--- src/rtl/core/dcpg_pkg.sv ---
// ----------------------------------------------------------------------------
// dcpg_pkg
// shared constants and types of the dotted circle point generator
// ----------------------------------------------------------------------------
package dcpg_pkg;

  // default coordinate width
  localparam int CoordBitsDef = 8;
  // radius field and step offsets
  localparam int RadiusBits   = 7;
  localparam int OffsetBits   = 8;
  // midpoint decision term, two's complement, wide enough for radius 127
  localparam int DecBits      = 11;
  localparam int StyleBits    = 2;
  // dots emitted by one plotted iteration
  localparam int DotsPerIter  = 8;
  localparam int BeatBits     = $clog2(DotsPerIter);
  // front to back job queue
  localparam int QueueDepth   = 2;

  // item kinds carried on tuser
  localparam logic ModeStart = 1'b0;
  localparam logic ModeStep  = 1'b1;

  // line style codes
  localparam logic [StyleBits-1:0] StyleFull  = 2'd0;
  localparam logic [StyleBits-1:0] StyleEven  = 2'd1;
  localparam logic [StyleBits-1:0] StyleOdd   = 2'd2;
  localparam logic [StyleBits-1:0] StyleThird = 2'd3;

  // per-job control flags handed from front to back
  typedef struct packed {
    logic dot;    // iteration passed the style filter, emit eight dots
    logic fin;    // circle finished with this iteration
    logic color;  // dot color
  } job_flags_t;

  localparam int FlagBits = $bits(job_flags_t);

endpackage

--- src/rtl/core/dotted_circle_point_generator.sv ---
// Path: an accepted word passes through the job queue, the back end's job register
// and the output register before its first result word is on the result port.
// Throughput: one input word per cycle while the job queue has room; the dot
// emitter gives one result per cycle while the result port is not stalled; a
// plotted iteration gives eight result words, a filtered iteration or idle step one.
// Reset: asynchronous, active low; clears the circle state (idle), the queue
// and the output valid flag.
// ----------------------------------------------------------------------------
// dotted_circle_point_generator
// midpoint circle dot generator with line styles, front iterates and queues
// jobs, back end emits up to eight symmetric dots per job
// ----------------------------------------------------------------------------
module dotted_circle_point_generator import dcpg_pkg::*; #(
  parameter int CoordBits = CoordBitsDef,
  parameter int InDataW   = ((2 * CoordBits + RadiusBits + StyleBits + 1 + 7) / 8) * 8,
  parameter int OutDataW  = ((2 * CoordBits + 1 + 7) / 8) * 8
) (
  input  logic                clk_i,
  input  logic                rst_ni,
  // input words
  input  logic                s_axis_tvalid_i,
  output logic                s_axis_tready_o,
  // center_x, center_y, radius, line_style, draw_color, zero fill
  input  logic [InDataW-1:0]  s_axis_tdata_i,
  // mode
  input  logic                s_axis_tuser_i,
  // result words
  output logic                m_axis_tvalid_o,
  input  logic                m_axis_tready_i,
  // dot_x, dot_y, dot_color, zero fill
  output logic [OutDataW-1:0] m_axis_tdata_o,
  // dot_valid, finished
  output logic [1:0]          m_axis_tuser_o,
  // last
  output logic                m_axis_tlast_o
);

  localparam int JobBits = 2 * CoordBits + 2 * OffsetBits + FlagBits;
  localparam int RadLo   = 2 * CoordBits;
  localparam int StyLo   = RadLo + RadiusBits;
  localparam int ColPos  = StyLo + StyleBits;

  logic               job_wr_valid, job_wr_ready;
  logic [JobBits-1:0] job_wr_data;
  logic               job_rd_valid, job_rd_ready;
  logic [JobBits-1:0] job_rd_data;

  logic [CoordBits-1:0] dot_x, dot_y;
  logic                 dot_color, dot_valid, dot_last, dot_fin;

  // iteration front
  dcpg_front #(
    .CoordBits (CoordBits),
    .JobBits   (JobBits)
  ) u_front (
    .clk_i           (clk_i),
    .rst_ni          (rst_ni),
    .in_valid_i      (s_axis_tvalid_i),
    .in_ready_o      (s_axis_tready_o),
    .in_mode_i       (s_axis_tuser_i),
    .in_center_x_i   (s_axis_tdata_i[CoordBits-1:0]),
    .in_center_y_i   (s_axis_tdata_i[RadLo-1:CoordBits]),
    .in_radius_i     (s_axis_tdata_i[StyLo-1:RadLo]),
    .in_line_style_i (s_axis_tdata_i[ColPos-1:StyLo]),
    .in_draw_color_i (s_axis_tdata_i[ColPos]),
    .job_valid_o     (job_wr_valid),
    .job_ready_i     (job_wr_ready),
    .job_data_o      (job_wr_data)
  );

  // job queue
  dcpg_fifo #(
    .Width (JobBits),
    .Depth (QueueDepth)
  ) u_fifo (
    .clk_i      (clk_i),
    .rst_ni     (rst_ni),
    .wr_valid_i (job_wr_valid),
    .wr_ready_o (job_wr_ready),
    .wr_data_i  (job_wr_data),
    .rd_valid_o (job_rd_valid),
    .rd_ready_i (job_rd_ready),
    .rd_data_o  (job_rd_data)
  );

  // dot emitter
  dcpg_back #(
    .CoordBits (CoordBits),
    .JobBits   (JobBits)
  ) u_back (
    .clk_i           (clk_i),
    .rst_ni          (rst_ni),
    .job_valid_i     (job_rd_valid),
    .job_ready_o     (job_rd_ready),
    .job_data_i      (job_rd_data),
    .out_valid_o     (m_axis_tvalid_o),
    .out_ready_i     (m_axis_tready_i),
    .out_dot_x_o     (dot_x),
    .out_dot_y_o     (dot_y),
    .out_dot_color_o (dot_color),
    .out_dot_valid_o (dot_valid),
    .out_last_o      (dot_last),
    .out_finished_o  (dot_fin)
  );

  // result word packing
  assign m_axis_tdata_o = OutDataW'({dot_color, dot_y, dot_x});
  assign m_axis_tuser_o = {dot_fin, dot_valid};
  assign m_axis_tlast_o = dot_last;

endmodule

--- src/rtl/core/dcpg_fifo.sv ---
// ----------------------------------------------------------------------------
// dcpg_fifo
// small job queue between the iteration front and the dot back end
// ----------------------------------------------------------------------------
module dcpg_fifo import dcpg_pkg::*; #(
  parameter int Width = 8,
  parameter int Depth = QueueDepth
) (
  input  logic             clk_i,
  input  logic             rst_ni,
  input  logic             wr_valid_i,
  output logic             wr_ready_o,
  input  logic [Width-1:0] wr_data_i,
  output logic             rd_valid_o,
  input  logic             rd_ready_i,
  output logic [Width-1:0] rd_data_o
);

  localparam int PtrBits = (Depth > 1) ? $clog2(Depth) : 1;
  localparam int CntBits = $clog2(Depth + 1);
  localparam logic [PtrBits-1:0] PtrLast = PtrBits'(Depth - 1);
  localparam logic [CntBits-1:0] CntFull = CntBits'(Depth);

  logic [Width-1:0]   mem_q [Depth];
  logic [PtrBits-1:0] wr_ptr_q, wr_ptr_d;
  logic [PtrBits-1:0] rd_ptr_q, rd_ptr_d;
  logic [CntBits-1:0] cnt_q, cnt_d;
  logic               push, pop;

  assign wr_ready_o = (cnt_q != CntFull);
  assign rd_valid_o = (cnt_q != '0);
  assign rd_data_o  = mem_q[rd_ptr_q];
  assign push       = wr_valid_i && wr_ready_o;
  assign pop        = rd_valid_o && rd_ready_i;

  // pointer and fill count
  always_comb begin
    wr_ptr_d = wr_ptr_q;
    rd_ptr_d = rd_ptr_q;
    cnt_d    = cnt_q;
    if (push) begin
      wr_ptr_d = (wr_ptr_q == PtrLast) ? '0 : wr_ptr_q + 1'b1;
    end
    if (pop) begin
      rd_ptr_d = (rd_ptr_q == PtrLast) ? '0 : rd_ptr_q + 1'b1;
    end
    if (push && !pop) begin
      cnt_d = cnt_q + 1'b1;
    end else if (pop && !push) begin
      cnt_d = cnt_q - 1'b1;
    end
  end

  always_ff @(posedge clk_i or negedge rst_ni) begin
    if (!rst_ni) begin
      wr_ptr_q <= '0;
      rd_ptr_q <= '0;
      cnt_q    <= '0;
    end else begin
      wr_ptr_q <= wr_ptr_d;
      rd_ptr_q <= rd_ptr_d;
      cnt_q    <= cnt_d;
    end
  end

  // storage, no reset needed
  always_ff @(posedge clk_i) begin
    if (push) begin
      mem_q[wr_ptr_q] <= wr_data_i;
    end
  end

endmodule

--- src/rtl/core/dcpg_front.sv ---
// ----------------------------------------------------------------------------
// dcpg_front
// accepts start and step words, runs one midpoint iteration per start word
// or per step word while busy, and queues a job describing the dots to emit
// ----------------------------------------------------------------------------
module dcpg_front import dcpg_pkg::*; #(
  parameter int CoordBits = CoordBitsDef,
  parameter int JobBits   = 2 * CoordBits + 2 * OffsetBits + FlagBits
) (
  input  logic               clk_i,
  input  logic               rst_ni,
  input  logic               in_valid_i,
  output logic               in_ready_o,
  input  logic               in_mode_i,
  input  logic [CoordBits-1:0]  in_center_x_i,
  input  logic [CoordBits-1:0]  in_center_y_i,
  input  logic [RadiusBits-1:0] in_radius_i,
  input  logic [StyleBits-1:0]  in_line_style_i,
  input  logic               in_draw_color_i,
  output logic               job_valid_o,
  input  logic               job_ready_i,
  output logic [JobBits-1:0] job_data_o
);

  typedef struct packed {
    logic [CoordBits-1:0]  cx;
    logic [CoordBits-1:0]  cy;
    logic [OffsetBits-1:0] ox;
    logic [OffsetBits-1:0] oy;
    job_flags_t            flags;
  } job_t;

  // held circle state
  logic [CoordBits-1:0]  cx_q, cy_q;
  logic [OffsetBits-1:0] x_q, y_q;
  logic [1:0]            x3_q;   // x modulo 3
  logic [DecBits-1:0]    dec_q;
  logic [StyleBits-1:0]  style_q;
  logic                  color_q;
  logic                  busy_q;

  // operands of the iteration run for this word
  logic                  accept, start, run;
  logic [CoordBits-1:0]  it_cx, it_cy;
  logic [OffsetBits-1:0] it_x, it_y;
  logic [1:0]            it_x3;
  logic [DecBits-1:0]    it_d;
  logic [StyleBits-1:0]  it_style;
  logic                  it_color;

  logic [DecBits-1:0]    x_ext, y_ext, d_next;
  logic [OffsetBits:0]   nx, ny;
  logic                  fin, pass;
  job_t                  job;

  assign in_ready_o  = job_ready_i;
  assign job_valid_o = in_valid_i;
  assign accept      = in_valid_i && job_ready_i;
  assign start       = (in_mode_i == ModeStart);
  assign run         = start || busy_q;

  // start loads fresh operands, step reuses the held ones
  always_comb begin
    if (start) begin
      it_cx    = in_center_x_i;
      it_cy    = in_center_y_i;
      it_x     = '0;
      it_y     = OffsetBits'(in_radius_i);
      it_x3    = 2'd0;
      it_d     = DecBits'(3) - {(DecBits - RadiusBits - 1)'(0), in_radius_i, 1'b0};
      it_style = in_line_style_i;
      it_color = in_draw_color_i;
    end else begin
      it_cx    = cx_q;
      it_cy    = cy_q;
      it_x     = x_q;
      it_y     = y_q;
      it_x3    = x3_q;
      it_d     = dec_q;
      it_style = style_q;
      it_color = color_q;
    end
  end

  // midpoint decision update
  assign x_ext = DecBits'(it_x);
  assign y_ext = DecBits'(it_y);

  always_comb begin
    if (it_d[DecBits-1]) begin
      d_next = it_d + (x_ext << 2) + DecBits'(6);
      ny     = {1'b0, it_y};
    end else begin
      d_next = it_d + ((x_ext - y_ext) << 2) + DecBits'(10);
      ny     = {1'b0, it_y} - 1'b1;
    end
    nx  = {1'b0, it_x} + 1'b1;
    fin = ($signed(nx) > $signed(ny));
  end

  // line style filter on the current x
  always_comb begin
    unique case (it_style)
      StyleFull:  pass = 1'b1;
      StyleEven:  pass = !it_x[0];
      StyleOdd:   pass = it_x[0];
      StyleThird: pass = (it_x3 == 2'd0);
      default:    pass = 1'b1;
    endcase
  end

  // job word, a step while idle gives an empty finished job
  always_comb begin
    job.cx          = it_cx;
    job.cy          = it_cy;
    job.ox          = it_x;
    job.oy          = it_y;
    job.flags.dot   = run && pass;
    job.flags.fin   = run ? fin : 1'b1;
    job.flags.color = it_color;
  end

  assign job_data_o = job;

  // state update
  always_ff @(posedge clk_i or negedge rst_ni) begin
    if (!rst_ni) begin
      cx_q    <= '0;
      cy_q    <= '0;
      x_q     <= '0;
      y_q     <= '0;
      x3_q    <= '0;
      dec_q   <= '0;
      style_q <= '0;
      color_q <= 1'b0;
      busy_q  <= 1'b0;
    end else if (accept && run) begin
      cx_q    <= it_cx;
      cy_q    <= it_cy;
      x_q     <= nx[OffsetBits-1:0];
      y_q     <= ny[OffsetBits-1:0];
      x3_q    <= (it_x3 == 2'd2) ? 2'd0 : it_x3 + 2'd1;
      dec_q   <= d_next;
      style_q <= it_style;
      color_q <= it_color;
      busy_q  <= !fin;
    end
  end

endmodule

--- src/rtl/core/dcpg_back.sv ---
// ----------------------------------------------------------------------------
// dcpg_back
// takes queued jobs and emits their dots one word per cycle while the
// output is not stalled, through an output register
// ----------------------------------------------------------------------------
module dcpg_back import dcpg_pkg::*; #(
  parameter int CoordBits = CoordBitsDef,
  parameter int JobBits   = 2 * CoordBits + 2 * OffsetBits + FlagBits
) (
  input  logic                 clk_i,
  input  logic                 rst_ni,
  input  logic                 job_valid_i,
  output logic                 job_ready_o,
  input  logic [JobBits-1:0]   job_data_i,
  output logic                 out_valid_o,
  input  logic                 out_ready_i,
  output logic [CoordBits-1:0] out_dot_x_o,
  output logic [CoordBits-1:0] out_dot_y_o,
  output logic                 out_dot_color_o,
  output logic                 out_dot_valid_o,
  output logic                 out_last_o,
  output logic                 out_finished_o
);

  typedef struct packed {
    logic [CoordBits-1:0]  cx;
    logic [CoordBits-1:0]  cy;
    logic [OffsetBits-1:0] ox;
    logic [OffsetBits-1:0] oy;
    job_flags_t            flags;
  } job_t;

  localparam logic [BeatBits-1:0] BeatLast = BeatBits'(DotsPerIter - 1);

  job_t                job_q;
  logic                have_q;
  logic [BeatBits-1:0] beat_q;

  logic                load, beat_last, take;
  logic [CoordBits-1:0] off_a, off_b, bx, by;

  logic                 valid_q;
  logic [CoordBits-1:0] dx_q, dy_q;
  logic                 color_q, dot_q, last_q, fin_q;

  assign load      = have_q && (!valid_q || out_ready_i);
  assign beat_last = !job_q.flags.dot || (beat_q == BeatLast);
  assign take      = !have_q || (load && beat_last);
  assign job_ready_o = take;

  // symmetric point for the current beat: bit 2 swaps the offsets,
  // bit 1 mirrors the column and bit 0 mirrors the row
  always_comb begin
    if (beat_q[2]) begin
      off_a = CoordBits'(job_q.oy);
      off_b = CoordBits'(job_q.ox);
    end else begin
      off_a = CoordBits'(job_q.ox);
      off_b = CoordBits'(job_q.oy);
    end
    bx = beat_q[1] ? job_q.cx - off_a : job_q.cx + off_a;
    by = beat_q[0] ? job_q.cy - off_b : job_q.cy + off_b;
  end

  // current job and beat counter
  always_ff @(posedge clk_i or negedge rst_ni) begin
    if (!rst_ni) begin
      have_q <= 1'b0;
      beat_q <= '0;
    end else if (take) begin
      have_q <= job_valid_i;
      beat_q <= '0;
    end else if (load) begin
      beat_q <= beat_q + 1'b1;
    end
  end

  always_ff @(posedge clk_i) begin
    if (take && job_valid_i) begin
      job_q <= job_t'(job_data_i);
    end
  end

  // output register
  always_ff @(posedge clk_i or negedge rst_ni) begin
    if (!rst_ni) begin
      valid_q <= 1'b0;
    end else if (load) begin
      valid_q <= 1'b1;
    end else if (out_ready_i) begin
      valid_q <= 1'b0;
    end
  end

  always_ff @(posedge clk_i) begin
    if (load) begin
      dx_q    <= job_q.flags.dot ? bx : '0;
      dy_q    <= job_q.flags.dot ? by : '0;
      color_q <= job_q.flags.dot && job_q.flags.color;
      dot_q   <= job_q.flags.dot;
      last_q  <= beat_last;
      fin_q   <= job_q.flags.fin;
    end
  end

  assign out_valid_o     = valid_q;
  assign out_dot_x_o     = dx_q;
  assign out_dot_y_o     = dy_q;
  assign out_dot_color_o = color_q;
  assign out_dot_valid_o = dot_q;
  assign out_last_o      = last_q;
  assign out_finished_o  = fin_q;

endmodule

--- config.mk ---
export PLATFORM = sky130hd
export DESIGN_NAME = dotted_circle_point_generator
export DESIGN_NICKNAME = d
export VERILOG_FILES = /design/src/rtl/core/dcpg_pkg.sv /design/src/rtl/core/dotted_circle_point_generator.sv /design/src/rtl/core/dcpg_fifo.sv /design/src/rtl/core/dcpg_front.sv /design/src/rtl/core/dcpg_back.sv
export SDC_FILE = /design/constraint.sdc
export NUM_CORES = 1
export LEC_CHECK = 0
export BUFFER_PORTS_ARGS = -buffer_cell sky130_fd_sc_hd__buf_4
export CORE_UTILIZATION = 45
export CTS_BUF_LIST = sky130_fd_sc_hd__clkbuf_8
export DETAILED_ROUTE_END_ITERATION = 6
export GPL_ROUTABILITY_DRIVEN = 1
export SYNTH_ARGS = -nofsm -noshare
export SYNTH_HDL_FRONTEND = slang
export SYNTH_HIERARCHICAL = 1
export SYNTH_SLANG_ARGS = --single-unit
--- constraint.sdc ---
create_clock -name clk_i -period 7.8 [get_ports clk_i]
set_clock_uncertainty 0.05 [all_clocks]
set_input_delay 0.39 -clock clk_i [delete_from_list [all_inputs] [get_ports clk_i]]
set_output_delay 0.39 -clock clk_i [all_outputs]
set_load 0.1 [all_outputs]
==> results.txt, run 1 <==
The multi-input logic area is 4700 um2. Setup violations remaining at the end of the flow were counted as 0. The kind of critical path is input port to register. The worst path uses 54.5% of the clock period. The length in cells of the worst reg-to-reg path is 16.

The worst setup path is captured at a register. Setup repair after global routing left no endpoint under its margin. In this run the worst path has a maximum fanout of 70. In this run the critical register-to-register path is captured at u_front/dec_q[10]. The clock tree root driver cell is clkbuf_8. After detailed routing, the total wire length is 19400 um. The number of antenna violations at the first check in global routing came out at 0. The number of buffers inserted during clock tree synthesis came out at 17. The delay of the slowest cell on the worst path came out at 0.60 ns. Counting I/O delays and the setup requirement, the final critical path takes 4.25 ns.

A synthesized cell averages 11.4 um2. The hold-critical path endpoint is u_front/style_q[0]. The sequential-to-total area share from yosys stat is 50.3%. From left edge to right edge, the die measures 153 um. The number of register bits inferred by synthesis came out at 182.

The via count of the first global-routing pass is 6428. The H-tree level count is 4. The required time of the critical path came out at 8.09 ns. For this configuration, the core starts out at a cell density of 46.5%.

The clock network latency to the later pin of the worst-skew pair came out at 0.46 ns. The cell with the most instances after synthesis is edfxtp_1. The detail-routed net length per standard cell is 15.7 um.

Ranked by total cell area, the synthesized netlist is headed by edfxtp_1 36%, dfrtp_1 14%, ha_1 8.4%. STA classifies the critical path startpoint as an input port. The worst-case hold slack is 0.126 ns. The die outline height came out at 153 um. By count the netlist is led by 125 x edfxtp_1, 122 x nand2_1, 69 x ha_1. The total half-perimeter wirelength after legalization and detailed placement is 13800 um. Once the clock tree was built, the resizer swapped 0 gates to a different size. The fraction of synthesized cell area taken by the top area cell type came out at 36.4%. The clock transition time at the flip-flop clock pins of the worst setup and hold paths is 0.09 ns.

The max-slew violation count came out at 0. The die footprint came out at 23500 um2. For this run, the total global-route usage over all layers was measured as 17.5%. The final-layout setup total negative slack came out at 0 ns. The number of core rows came out at 54. The number of hold violations in the final report is 0. The pin count of the biggest net entering global routing came out at 71. The slew at the pin closest to its max-slew limit is 1.01 ns. The biggest area contributor in the post-synthesis netlist is edfxtp_1.

The leakage power of the design is 0.00479 uW. The count of routing violations after the opening detailed-route iteration is 267. The proportion of synthesized flip-flops having asynchronous set or reset is 31.3%. The path class of the tightest hold or removal check is input port to register. The TritonCTS clock tree is built. The flow ran to the end, and the final reports show no timing, DRC or antenna violations. The signal on the critical path passes through buf_4 -> mux2i_1 -> inv_1 -> ha_1 -> fa_1 -> inv_1 -> a21oi_1 -> o21bai_1 -> a311oi_1 -> xnor2_1 -> ha_1 -> ha_1 -> or3_1 -> o22a_1 -> xor2_1 -> mux2i_1 -> a221o_1.

The max-slew headroom at the worst pin is 32.5%. Across the VDD grid, the largest voltage drop is 0.000230 V. The total overflow left after global routing is 0. The standard cell with the maximum stage delay on the critical path is buf_4. After technology mapping, the gate count stands at 904.

The final-layout fill cell count is 1998. The standard cell core area came out at 22200 um2. 0 antenna diodes ended up in the layout. The total power density per cell area is 437 nW/um2. The synthesis warning total came out at 6. The number of nets with antenna violations after detailed routing came out at 0. The first global-routing pass estimated 32100 um of wire. The synthesized netlist occupies a cell area of 10300 um2. The highest clock frequency the design can meet is 235 MHz.

The net total in the final layout is 1053. The total via count after detailed routing is 6365. The average via count per standard cell came out at 5.15.

The number of detailed-routing iterations run before antenna repair is 6. The max capacitance violation total came out at 0. The I/O pin count is 66. The worst register-to-register path has a setup slack of 3.84 ns.

The post-route DRC violation count came out at 0. The end-of-flow core utilization came out at 50.8%. During placement, the flow inserted port buffers numbering 52. The startpoint of the worst hold path is s_axis_tdata_i[23]. Among the stages of the critical path, the cell type that occurs most often is ha_1. The worst path arrival time is 4.54 ns.

The fraction of final layout cells sized beyond drive strength 1 is 17.1%. The number of buffers on the longest clock path is 2. The dominant synthesized flop cell is edfxtp_1. Routability-driven placement finished with a final weighted congestion of 0.837. Counting instances, the worst hold path has a depth of 2. From synthesis to final layout, the design area changed by 9.23%. The startpoint identified for the worst register-to-register timing path is u_front/y_q[0]. In this run, synthesis inferred 125 flip-flops with an integrated enable. The sink count of the clock tree came out at 182. The sequential cells in the finished layout cover a total of 5180 um2. The number of distinct standard cells referenced by the synthesized netlist came out at 62.
==> metrics by stage <==
stage	area [um2]	worst slack [ns]	instances	power (uW)
after floorplan	10300	2.91	910	3800
after global placement	10800	3.13	1202	4270
after detailed placement	10800	3.07	1202	4310
after CTS	11300	3.56	1235	4970
after global routing	11300	3.29	1235	5310
final	11300	3.55	1235	4910
==> flip-flops by register name, summed over array words and instances, names as in the netlist, 2 cells and up <==
signal              cells
u_front/cy_q            8
u_front/dec_q          10
u_back/beat_q           3
u_front/y_q             8
u_fifo/mem_q           70
u_front/x_q             8
u_front/cx_q            8
u_back/out_dot_x_o      8
u_back/job_q           35
u_front/style_q         2
u_front/x3_q            2
u_fifo/cnt_q            2
u_back/out_dot_y_o      8
==> layout make-up <==
cell class | count | share of cell area [%]
sequential | 182 | 46.1
clock inverter | 15 | 1.47
clock buffer | 17 | 2.08
tap | 280 | 3.11
inverter | 46 | 1.53
multi-input combinational | 636 | 41.8
timing repair buffer | 59 | 3.96
==> power by group <==
part / internal, uW / leakage (uW) / total, uW / switching [uW]
registers: 1510 / 0.00189 / 1700 / 195
logic: 1010 / 0.00271 / 2570 / 1560
clock network: 291 / 0.000195 / 641 / 350
==> worst max-delay path by stage <==
stage / from / endpoint / slack, ns
after global routing: s_axis_tuser_i / u_front/dec_q[10] / 3.29
after CTS: s_axis_tuser_i / u_front/dec_q[10] / 3.56
final: s_axis_tuser_i / u_front/dec_q[10] / 3.55
after floorplan: s_axis_tuser_i / u_front/dec_q[10] / 2.91
after global placement: s_axis_tuser_i / u_front/dec_q[10] / 3.13
after detailed placement: s_axis_tuser_i / u_front/dec_q[10] / 3.07
==> worst max-delay path: cells and delay by family <==
family	cells	cell delay, ns
mux	2	0.44
compound gates	5	0.96
buf+inv	3	0.81
fa+ha+maj	4	1.14
xor+xnor	2	0.37
simple gates	1	0.38
==> metal layers <==
metal  up-vias  part of all wire, %  track usage [%]
met1      3010                   48             22.6
met3        13                  3.0             2.95
met2        94                   48             30.0
li1       3248                    -                -
met4         0                 0.96             5.53
met5         -                    0                0
==> what timing repair did <==
item                      in CTS  in global routing
hold endpoints to repair       7                  0
hold buffers                   1                  0
setup buffers                  0                  0
==> kinds of logic (layout without fill, tap and decap cells) <==
group	Yosys count	after routing	synth area share, %
adders and majority gates	74	74	9.35
DFF	182	182	50.3
xor gates and xnor gates	58	58	4.93
buffers and inverters	92	137	4.45
and+or+nand+nor	294	294	13.6
other	1	7	0.0364
muxes	87	87	10.3
AOI/OAI and AO/OA	116	116	7.07
==> layout by cell type (no fill, tap or decap), types with 4 or more instances in the layout <==
master        n
edfxtp_1    125
nand2_1     122
ha_1         69
nor2_1       60
buf_4        58
dfrtp_1      56
inv_1        47
o21ai_0      42
mux2_2       30
xnor2_1      30
mux2_4       30
a21oi_1      29
xor2_1       28
mux2i_1      26
nor2b_1      18
clkbuf_8     17
nor3_1       14
nand3_1      14
and2_1       12
or3_1        11
nand2b_1     10
a21o_1        9
conb_1        7
and3_1        7
nor3b_1       5
fa_1          5
clkinvlp_4    4
inv_6         4
o211ai_1      4
a31oi_1       4
Power figures use the tool's default switching activity.
==> run 2, diff against run 1 <==
==> constraint.sdc (replaced) <==
create_clock -name clk_i -period 4.4 [get_ports clk_i]
set_clock_uncertainty 0.05 [all_clocks]
set_input_delay 0.22 -clock clk_i [delete_from_list [all_inputs] [get_ports clk_i]]
set_output_delay 0.22 -clock clk_i [all_outputs]
set_load 0.1 [all_outputs]
==> results.txt, run 2 (same netlist as run 1, synthesis figures left out) <==
The total via count after detailed routing is 6427 (+0.97%). The final-layout fill cell count came out at 1963 (-1.8%). The critical path goes through mux2i_1 -> inv_1 -> ha_1 -> fa_1 -> inv_1 -> a21oi_1 -> o21bai_1 -> a311oi_1 -> xnor2_1 -> ha_1 -> ha_1 -> or3_1 -> o22a_1 -> xor2_1 -> mux2i_1 -> a221o_1.

The post-route minimum period came out at 3.88 ns. The post-route DRC violation count came out at 0 (unchanged). The number of flip-flops in the largest register is 70 (unchanged). The non-filler instance count after layout is 1244 (+0.73%). The cell sitting at the root of the clock tree is a clkbuf_8. The net total in the final layout came out at 1062 (+0.85%). The max capacitance violation total came out at 0 (unchanged). The number of endpoints failing setup at the final stage came out at 0 (unchanged). The library cell used most frequently in the layout, excluding fill and tap cells, is edfxtp_1. The clock network latency to the later pin of the worst-skew pair is 0.46 ns (about the same).

The leakage power of the design is 0.00488 uW (+1.8%). In this run the worst hold path is classified as input port to register. Counting stages on the worst path, the most repeated cell is ha_1. The instance area at placement is 10900 um2 (+0.53%). The I/O pin count was 66 (unchanged). The aggregate routed wire length is 19700 um (+1.5%).

The largest voltage drop on the vdd net is 0.000380 V (+65%). The layer with the highest usage after global routing is met2. The post-layout instance area is 11400 um2 (+1.3%). The startpoint class of the critical path is a register. The die outline height is 153 um (unchanged).

The pin count of the biggest net entering global routing is 58 (-18%). The worst setup path is of the register to register kind. The number of buffers inserted during clock tree synthesis came out at 17 (unchanged). The startpoint identified for the worst hold timing path is s_axis_tdata_i[2]. The global-route usage over all layers is 17.9% (+0.36 points). The worst setup path is captured at a register. The max-slew headroom at the worst pin was 29.4% (-3.0 points).

The sink count of the clock tree came to 182 (unchanged). The final worst-path cycle share came out at 88.2%. The antenna diode instance count came out at 0 (unchanged). The number of detailed-routing iterations run before antenna repair came to 4 (-2). The wire length of the first global-routing pass is 32800 um (+2.1%). The overall overflow remaining after global route is 0 (unchanged). The largest individual stage delay along the critical path comes from the cell dfrtp_1. The fraction of final layout cells sized beyond drive strength 1 is 17.4% (+0.36 points). The clock transition time at the flip-flop clock pins of the worst setup and hold paths came out at 0.10 ns (about the same). The number of hold buffers added after CTS is 4 (+3). The initial standard-cell utilization of the core came out at 46.5% (unchanged). The length in cells of the worst reg-to-reg path came out at 16 (unchanged). The standard cell core area is 22200 um2 (unchanged).

For hold timing, the worst endpoint is u_fifo/mem_q[1][29]. The average via count per standard cell is 5.17 (+0.24%). The required time of the critical path came out at 4.70 ns (-3.39 ns).

The number of nets with antenna violations after detailed routing came out at 0 (unchanged). The largest fanout of any net on the critical path is 4 (-94%). The count of routing violations after the opening detailed-route iteration is 321 (+20%). The slew at the pin closest to its max-slew limit came out at 1.06 ns (+0.0455 ns). The met3 track demand over resource is 2.89% (-0.057 points). The total half-perimeter wirelength after legalization and detailed placement was 14300 um (+4.2%).

The H-tree level count came out at 4 (unchanged). The largest registers in the layout are u_fifo/mem_q (70), u_back/job_q (35), u_front/dec_q (10). The final-layout setup total negative slack is 0 ns (unchanged).

The number of antenna violations at the first check in global routing came out at 0 (unchanged). The number of buffers on the longest clock path came out at 2 (unchanged). The number of core rows is 54 (unchanged). The max-slew violation count is 0 (unchanged). Setup repair after global routing left no endpoint under its margin. In this run the critical register-to-register path is captured at u_front/dec_q[10].

The area growth from synthesis to layout came out at 10.6%. Timing would allow up to 258 MHz. Counting flops per register, the top entry is u_fifo/mem_q. In the layout the commonest cells are 125 x edfxtp_1, 122 x nand2_1, 69 x ha_1. The met2 demand-to-capacity share in global routing came to 29.4% (-0.59 points). The flow ran to the end, and the final reports show no timing, DRC or antenna violations. The worst register-to-register path begins at u_front/y_q[0]. The detail-routed net length per standard cell is 15.8 um (+0.81%). The total power of the final layout came out at 8860 uW (+80%). The number of resized instances in the post-cts repair step is 0 (unchanged). The number of hold violations in the final report came out at 0 (unchanged). The worst path buffer plus inverter count came out at 2 (-1). The instance count along the most critical hold path was 2 (unchanged). The worst path arrival time came to 4.18 ns (-0.36 ns). The via count of the first global-routing pass came out at 6427 (-0.016%). The number of placed instances, taps included is 1208 (+0.50%).

The die footprint is 23500 um2 (unchanged). The setup slack of the most critical reg-to-reg path came out at 0.52 ns (-3.32 ns). The number of setup buffers added after CTS is 0 (unchanged). The delay of the slowest cell on the worst path came out at 0.41 ns (-0.19 ns). The total power density per cell area is 778 nW/um2 (+78%).

The quantity of I/O buffers inserted on ports is 52 (unchanged). The fraction of met1 tracks used by global routing is 24.2% (+1.6 points). The TritonCTS clock tree is built.

The last weighted congestion value of the routability-driven placer is 0.811 (-3.2%). In this design, the largest share of critical-path delay is due to adder cells. The width of the die was 153 um (unchanged).
run 2: cell types whose count changed in the layout (fill, tap and decap cells not counted), sizes merged:
| cell | before | now |
|---|---|---|
| buf | 58 | 64 |
| clkinvlp | 4 | 1 |
| dlygate4sd3 | 1 | 4 |
| bufinv | 2 | 4 |
| inv | 53 | 54 |
run 2: worst reg2reg max path: stages (launching register included):
cell      delay, ns
dfrtp_1        0.41
mux2i_1        0.20
inv_1          0.13
ha_1           0.24
fa_1           0.40
inv_1          0.07
a21oi_1        0.06
o21bai_1       0.29
a311oi_1       0.17
xnor2_1        0.15
ha_1           0.28
ha_1           0.24
or3_1          0.37
o22a_1         0.19
xor2_1         0.16
mux2i_1        0.12
a221o_1        0.26
run 2: metal layers:
metal / routed length (um) / up-vias
li1: - / 3266
met1: 9520 / 3023
met2: 9170 / 114
met3: 665 / 24
met4: 319 / 0
met5: 0 / -
run 2: area by class of cell:
class / count / area [um2] / area share (%)
clock inverter: 15 / 220 / 1.93
tap: 280 / 350 / 3.07
inverter: 46 / 173 / 1.52
multi-input combinational: 636 / 4700 / 41.3
sequential: 182 / 5180 / 45.5
clock buffer: 17 / 234 / 2.05
timing repair buffer: 68 / 533 / 4.68
run 2: through the flow:
step           worst slack [ns]  util [%]  hold slack, ns
4_1_cts                   0.504      51.4          0.0132
3_3_place_gp              0.428      49.2           0.312
6_report                  0.520      51.4          0.0495
2_1_floorplan           0.00202         -          -0.126
5_1_grt                   0.285      51.4          0.0276
3_5_place_dp              0.360      49.2           0.310
run 2: power by group:
group / total, uW / internal, uW / switching, uW
sequential: 3030 / 2670 / 354
clock: 1260 / 637 / 624
combinational: 4580 / 1810 / 2770
run 2: worst max-delay path by stage:
stage,from,endpoint,slack [ns],cells after the start
floorplan,s_axis_tuser_i,u_front/dec_q[10],0.002,21
CTS,u_front/y_q[0],u_front/dec_q[10],0.50,16
detailed placement,s_axis_tuser_i,u_front/dec_q[10],0.36,17
global placement,s_axis_tuser_i,u_front/dec_q[10],0.43,17
global route,u_front/y_q[1],u_front/dec_q[10],0.28,15
finish,u_front/y_q[0],u_front/dec_q[10],0.52,16
==> run 3, diff against run 2 <==
--- a/config.mk
+++ b/config.mk
@@ -5,9 +5,12 @@
 export SDC_FILE = /design/constraint.sdc
 export NUM_CORES = 1
 export LEC_CHECK = 0
+export ABC_AREA = 1
+export ABC_CLOCK_PERIOD_IN_PS = 4400
 export BUFFER_PORTS_ARGS = -buffer_cell sky130_fd_sc_hd__buf_4
 export CORE_UTILIZATION = 45
 export CTS_BUF_LIST = sky130_fd_sc_hd__clkbuf_8
+export CTS_CLUSTER_SIZE = 40
 export DETAILED_ROUTE_END_ITERATION = 6
 export GPL_ROUTABILITY_DRIVEN = 1
 export SYNTH_ARGS = -nofsm -noshare
==> results.txt, run 3 <==
The run finished with clean final reports. The max-slew headroom at the worst pin is 33.5% (+4.1 points). The number of register bits inferred by synthesis is 182 (unchanged). The total power density per cell area came out at 768 nW/um2 (-1.3%). The die footprint came out at 23800 um2 (+1.2%). The count of routing violations after the opening detailed-route iteration is 415 (+29%). The number of nets with antenna violations after detailed routing came out at 0 (unchanged).

The number of buffers on the longest clock path was 2 (unchanged). STA classifies the critical path startpoint as a register. The pin count of the biggest net entering global routing is 58 (unchanged). The simple logic cell fraction of the synthesized area came out at 19.8% (+6.3 points). The initial standard-cell utilization of the core came out at 45.9% (-0.56 points).

The I/O pin count came out at 66 (unchanged). The aggregate routed wire length is 21300 um (+8.4%). The net total in the final layout came out at 1343 (+26%). The setup slack of the most critical reg-to-reg path came to 0.78 ns (+0.26 ns). The proportion of synthesized flip-flops having asynchronous set or reset is 31.3% (unchanged). The top cell types in the final layout, fill and taps aside, are 353 x nand2_1, 151 x inv_1, 125 x edfxtp_1.

The via count of the first global-routing pass came to 7119 (+11%). The area growth from synthesis to layout is 9.82%. The library cell used most frequently in the layout, excluding fill and tap cells, is nand2_1.

The fraction of synthesized cell area taken by the top area cell type came out at 36.0% (-0.45 points). The worst register-to-register path begins at u_front/x_q[0]. The path with the worst hold slack has its endpoint at u_fifo/mem_q[0][32].

The die outline height came to 154 um (+0.61%). The standard cell core area came out at 22700 um2 (+2.5%). The number of endpoints failing setup at the final stage was 0 (unchanged). Counting instances in the post-synthesis netlist gives the leading cell types as 353 x nand2_1, 151 x inv_1, 125 x edfxtp_1.

The number of antenna violations at the first check in global routing came out at 0 (unchanged). The number of flip-flops in the largest register came out at 70 (unchanged). The clock network latency to the later pin of the worst-skew pair is 0.47 ns (about the same). The share of cell area taken by muxes after synthesis is 0% (-10 points). The sum of met2 wire segment lengths after detailed routing came out at 9650 um (+5.2%). The min-delay analysis places its worst path in the category input port to register. The sink count of the clock tree is 182 (unchanged). The top cell type by total area after synthesis is edfxtp_1. The antenna diode instance count came to 0 (unchanged). The number of synthesized flops with an enable pin is 125 (unchanged).

The number of detailed-routing iterations run before antenna repair came out at 5 (+1). The number of hold violations in the final report came out at 0 (unchanged). The H-tree level count came out at 4 (unchanged). The total via count after detailed routing came out at 7573 (+18%).

The largest voltage drop on the vdd net is 0.000375 V (-1.4%). The slew at the pin closest to its max-slew limit is 0.996 ns (-0.0600 ns). The detail-routed net length per standard cell came to 13.9 um (-12%). The max-slew violation count is 0 (unchanged).

The highest clock frequency the design can meet is 276 MHz (+7.3%). The total power of the final layout came out at 8790 uW (-0.78%). The compound-gate portion of the synthesized area is 9.64% (+2.6 points). The largest fanout of any net on the critical path came to 5 (+1). The routed length on met1 was 10500 um (+10%).

The required time of the critical path is 4.70 ns (about the same). The xor/xnor cell area share of the yosys netlist came out at 2.69% (-2.2 points). The instance count along the most critical hold path is 3 (+1). The total half-perimeter wirelength after legalization and detailed placement is 15500 um (+8.2%). The adder-cell share of the synthesized area came out at 9.24% (-0.11 points). The width of the die came out at 154 um (+0.61%). The wire length of the first global-routing pass is 35300 um (+7.6%). In this run the most critical hold path is launched from s_axis_tdata_i[5]. The number of buffers inserted during clock tree synthesis is 17 (unchanged). The kind of critical path is register to register. The post-route DRC violation count is 0 (unchanged). The clock tree root driver cell is clkbuf_8. TritonCTS built the clock tree. The cell area after technology mapping came out at 10400 um2 (+1.2%).

The number of resized instances in the post-cts repair step is 0 (unchanged). The max capacitance violation total is 0 (unchanged). The quantity of I/O buffers inserted on ports was 52 (unchanged). The delay of the slowest cell on the worst path is 0.42 ns (about the same). The top layer used by detailed routing is met4. Among all stages on the critical path, the largest delay is contributed by o311ai_0.

The number of distinct standard cells referenced by the synthesized netlist came out at 48 (-23%). The number of setup buffers added after CTS was 0 (unchanged). Traced cell by cell, the critical path runs through nand2_1 -> ha_1 -> fa_1 -> o21ai_0 -> a21oi_1 -> o21ai_0 -> xnor2_1 -> inv_1 -> ha_1 -> ha_1 -> inv_1 -> o311ai_0 -> a21oi_1 -> o21ai_0 -> a31oi_1. The final-layout setup total negative slack is 0 ns (unchanged). The cell with the most instances after synthesis is nand2_1. The fraction of final layout cells sized beyond drive strength 1 is 11.6% (-5.9 points). The number of hold buffers added after CTS is 2 (-2). The global-route usage over all layers came to 19.0% (+1.1 points). By area the synthesized netlist is led by edfxtp_1 36%, dfrtp_1 14%, nand2_1 13%. The worst register-to-register path ends at u_front/dec_q[9]. The worst path arrival time was 3.92 ns (-0.26 ns). The final worst-path cycle share came out at 82.2% (-6.0 points). The critical path capture point type is a register. The gate count after technology mapping came out at 1186 (+31%). The clock transition time at the flip-flop clock pins of the worst setup and hold paths came out at 0.11 ns (about the same). The amount of wire on met3 after detailed routing is 810 um (+22%).

The average instance area after synthesis came to 8.79 um2 (-23%). The last weighted congestion value of the routability-driven placer is 0.848 (+4.6%). The register bank with the most flops is u_fifo/mem_q. The length in cells of the worst reg-to-reg path came out at 15 (-1). The leakage power of the design is 0.00548 uW (+12%). The post-route minimum period is 3.62 ns (-0.263 ns). The number of core rows came out at 55 (+1.9%). The dominant combinational cell family by area after synthesis is simple AND/OR/NAND/NOR gates. The average via count per standard cell is 4.95 (-4.2%). The overall overflow remaining after global route is 0 (unchanged). The largest registers in the layout are u_fifo/mem_q (70), u_back/job_q (35), u_front/dec_q (10). The dominant synthesized flop cell is edfxtp_1.

Setup repair after global routing left no endpoint under its margin. The sequential-to-total area share from yosys stat is 49.7% (-0.62 points). The synthesis warning total is 6 (unchanged).
run 3: layout make-up:
class / count / area (um2)
Inverter: 164 / 623
Multi-Input combinational cell: 801 / 4350
Tap cell: 285 / 357
Clock inverter: 15 / 204
Timing Repair Buffer: 66 / 500
Clock buffer: 17 / 234
Sequential cell: 182 / 5180
Fill cell: 2144 / 11300
run 3: worst max path at each step:
stage | startpoint | to | slack [ns] | cells past startpoint
after detailed placement | s_axis_tuser_i | u_front/dec_q[9] | 0.58 | 18
after floorplan | s_axis_tuser_i | u_front/dec_q[9] | 1.01 | 16
after global routing | u_front/x_q[0] | u_front/dec_q[10] | 0.46 | 19
after CTS | u_front/y_q[0] | u_front/dec_q[9] | 0.80 | 16
final | u_front/x_q[0] | u_front/dec_q[9] | 0.78 | 15
after global placement | s_axis_tuser_i | u_front/dec_q[9] | 0.61 | 18
run 3: metal layers:
| layer | GRT usage, % | vias up |
|---|---|---|
| met2 | 30.9 | 149 |
| met4 | 6.14 | 0 |
| met1 | 26.0 | 3450 |
| met3 | 3.28 | 26 |
| li1 | - | 3948 |
| met5 | 0 | - |
run 3: kinds of logic after synthesis:
logic type | Yosys count
buf+inv | 209
xor+xnor | 32
compound gates | 186
flops | 182
simple gates | 502
other cells | 1
fa+ha+maj | 74
run 3: critical path: cells and delay by family, from the launching register on:
| kind | cells | cell delay [ns] |
|---|---|---|
| AO/OA/AOI/OAI | 7 | 1.32 |
| XOR/XNOR | 1 | 0.15 |
| adder cells (fa/ha/maj) | 4 | 1.26 |
| buffers and inverters | 2 | 0.14 |
| flip-flops | 1 | 0.38 |
| AND/OR/NAND/NOR | 1 | 0.20 |
run 3: where the power goes:
| group | total, uW | internal (uW) | switching [uW] |
|---|---|---|---|
| sequential | 2960 | 2680 | 275 |
| combinational | 4640 | 1420 | 3220 |
| clock | 1190 | 495 | 697 |
run 3: through the flow:
stage / cell area (um2) / std cells / setup slack (ns) / util (%) / hold slack (ns)
global route: 11500 / 1530 / 0.458 / 50.4 / 0.0294
finish: 11500 / 1530 / 0.783 / 50.4 / 0.0487
detailed placement: 11000 / 1496 / 0.579 / 48.4 / 0.323
global placement: 11000 / 1496 / 0.607 / 48.4 / 0.323
CTS: 11500 / 1530 / 0.797 / 50.4 / 0.0110
floorplan: 10500 / 1192 / 1.01 / - / -0.126
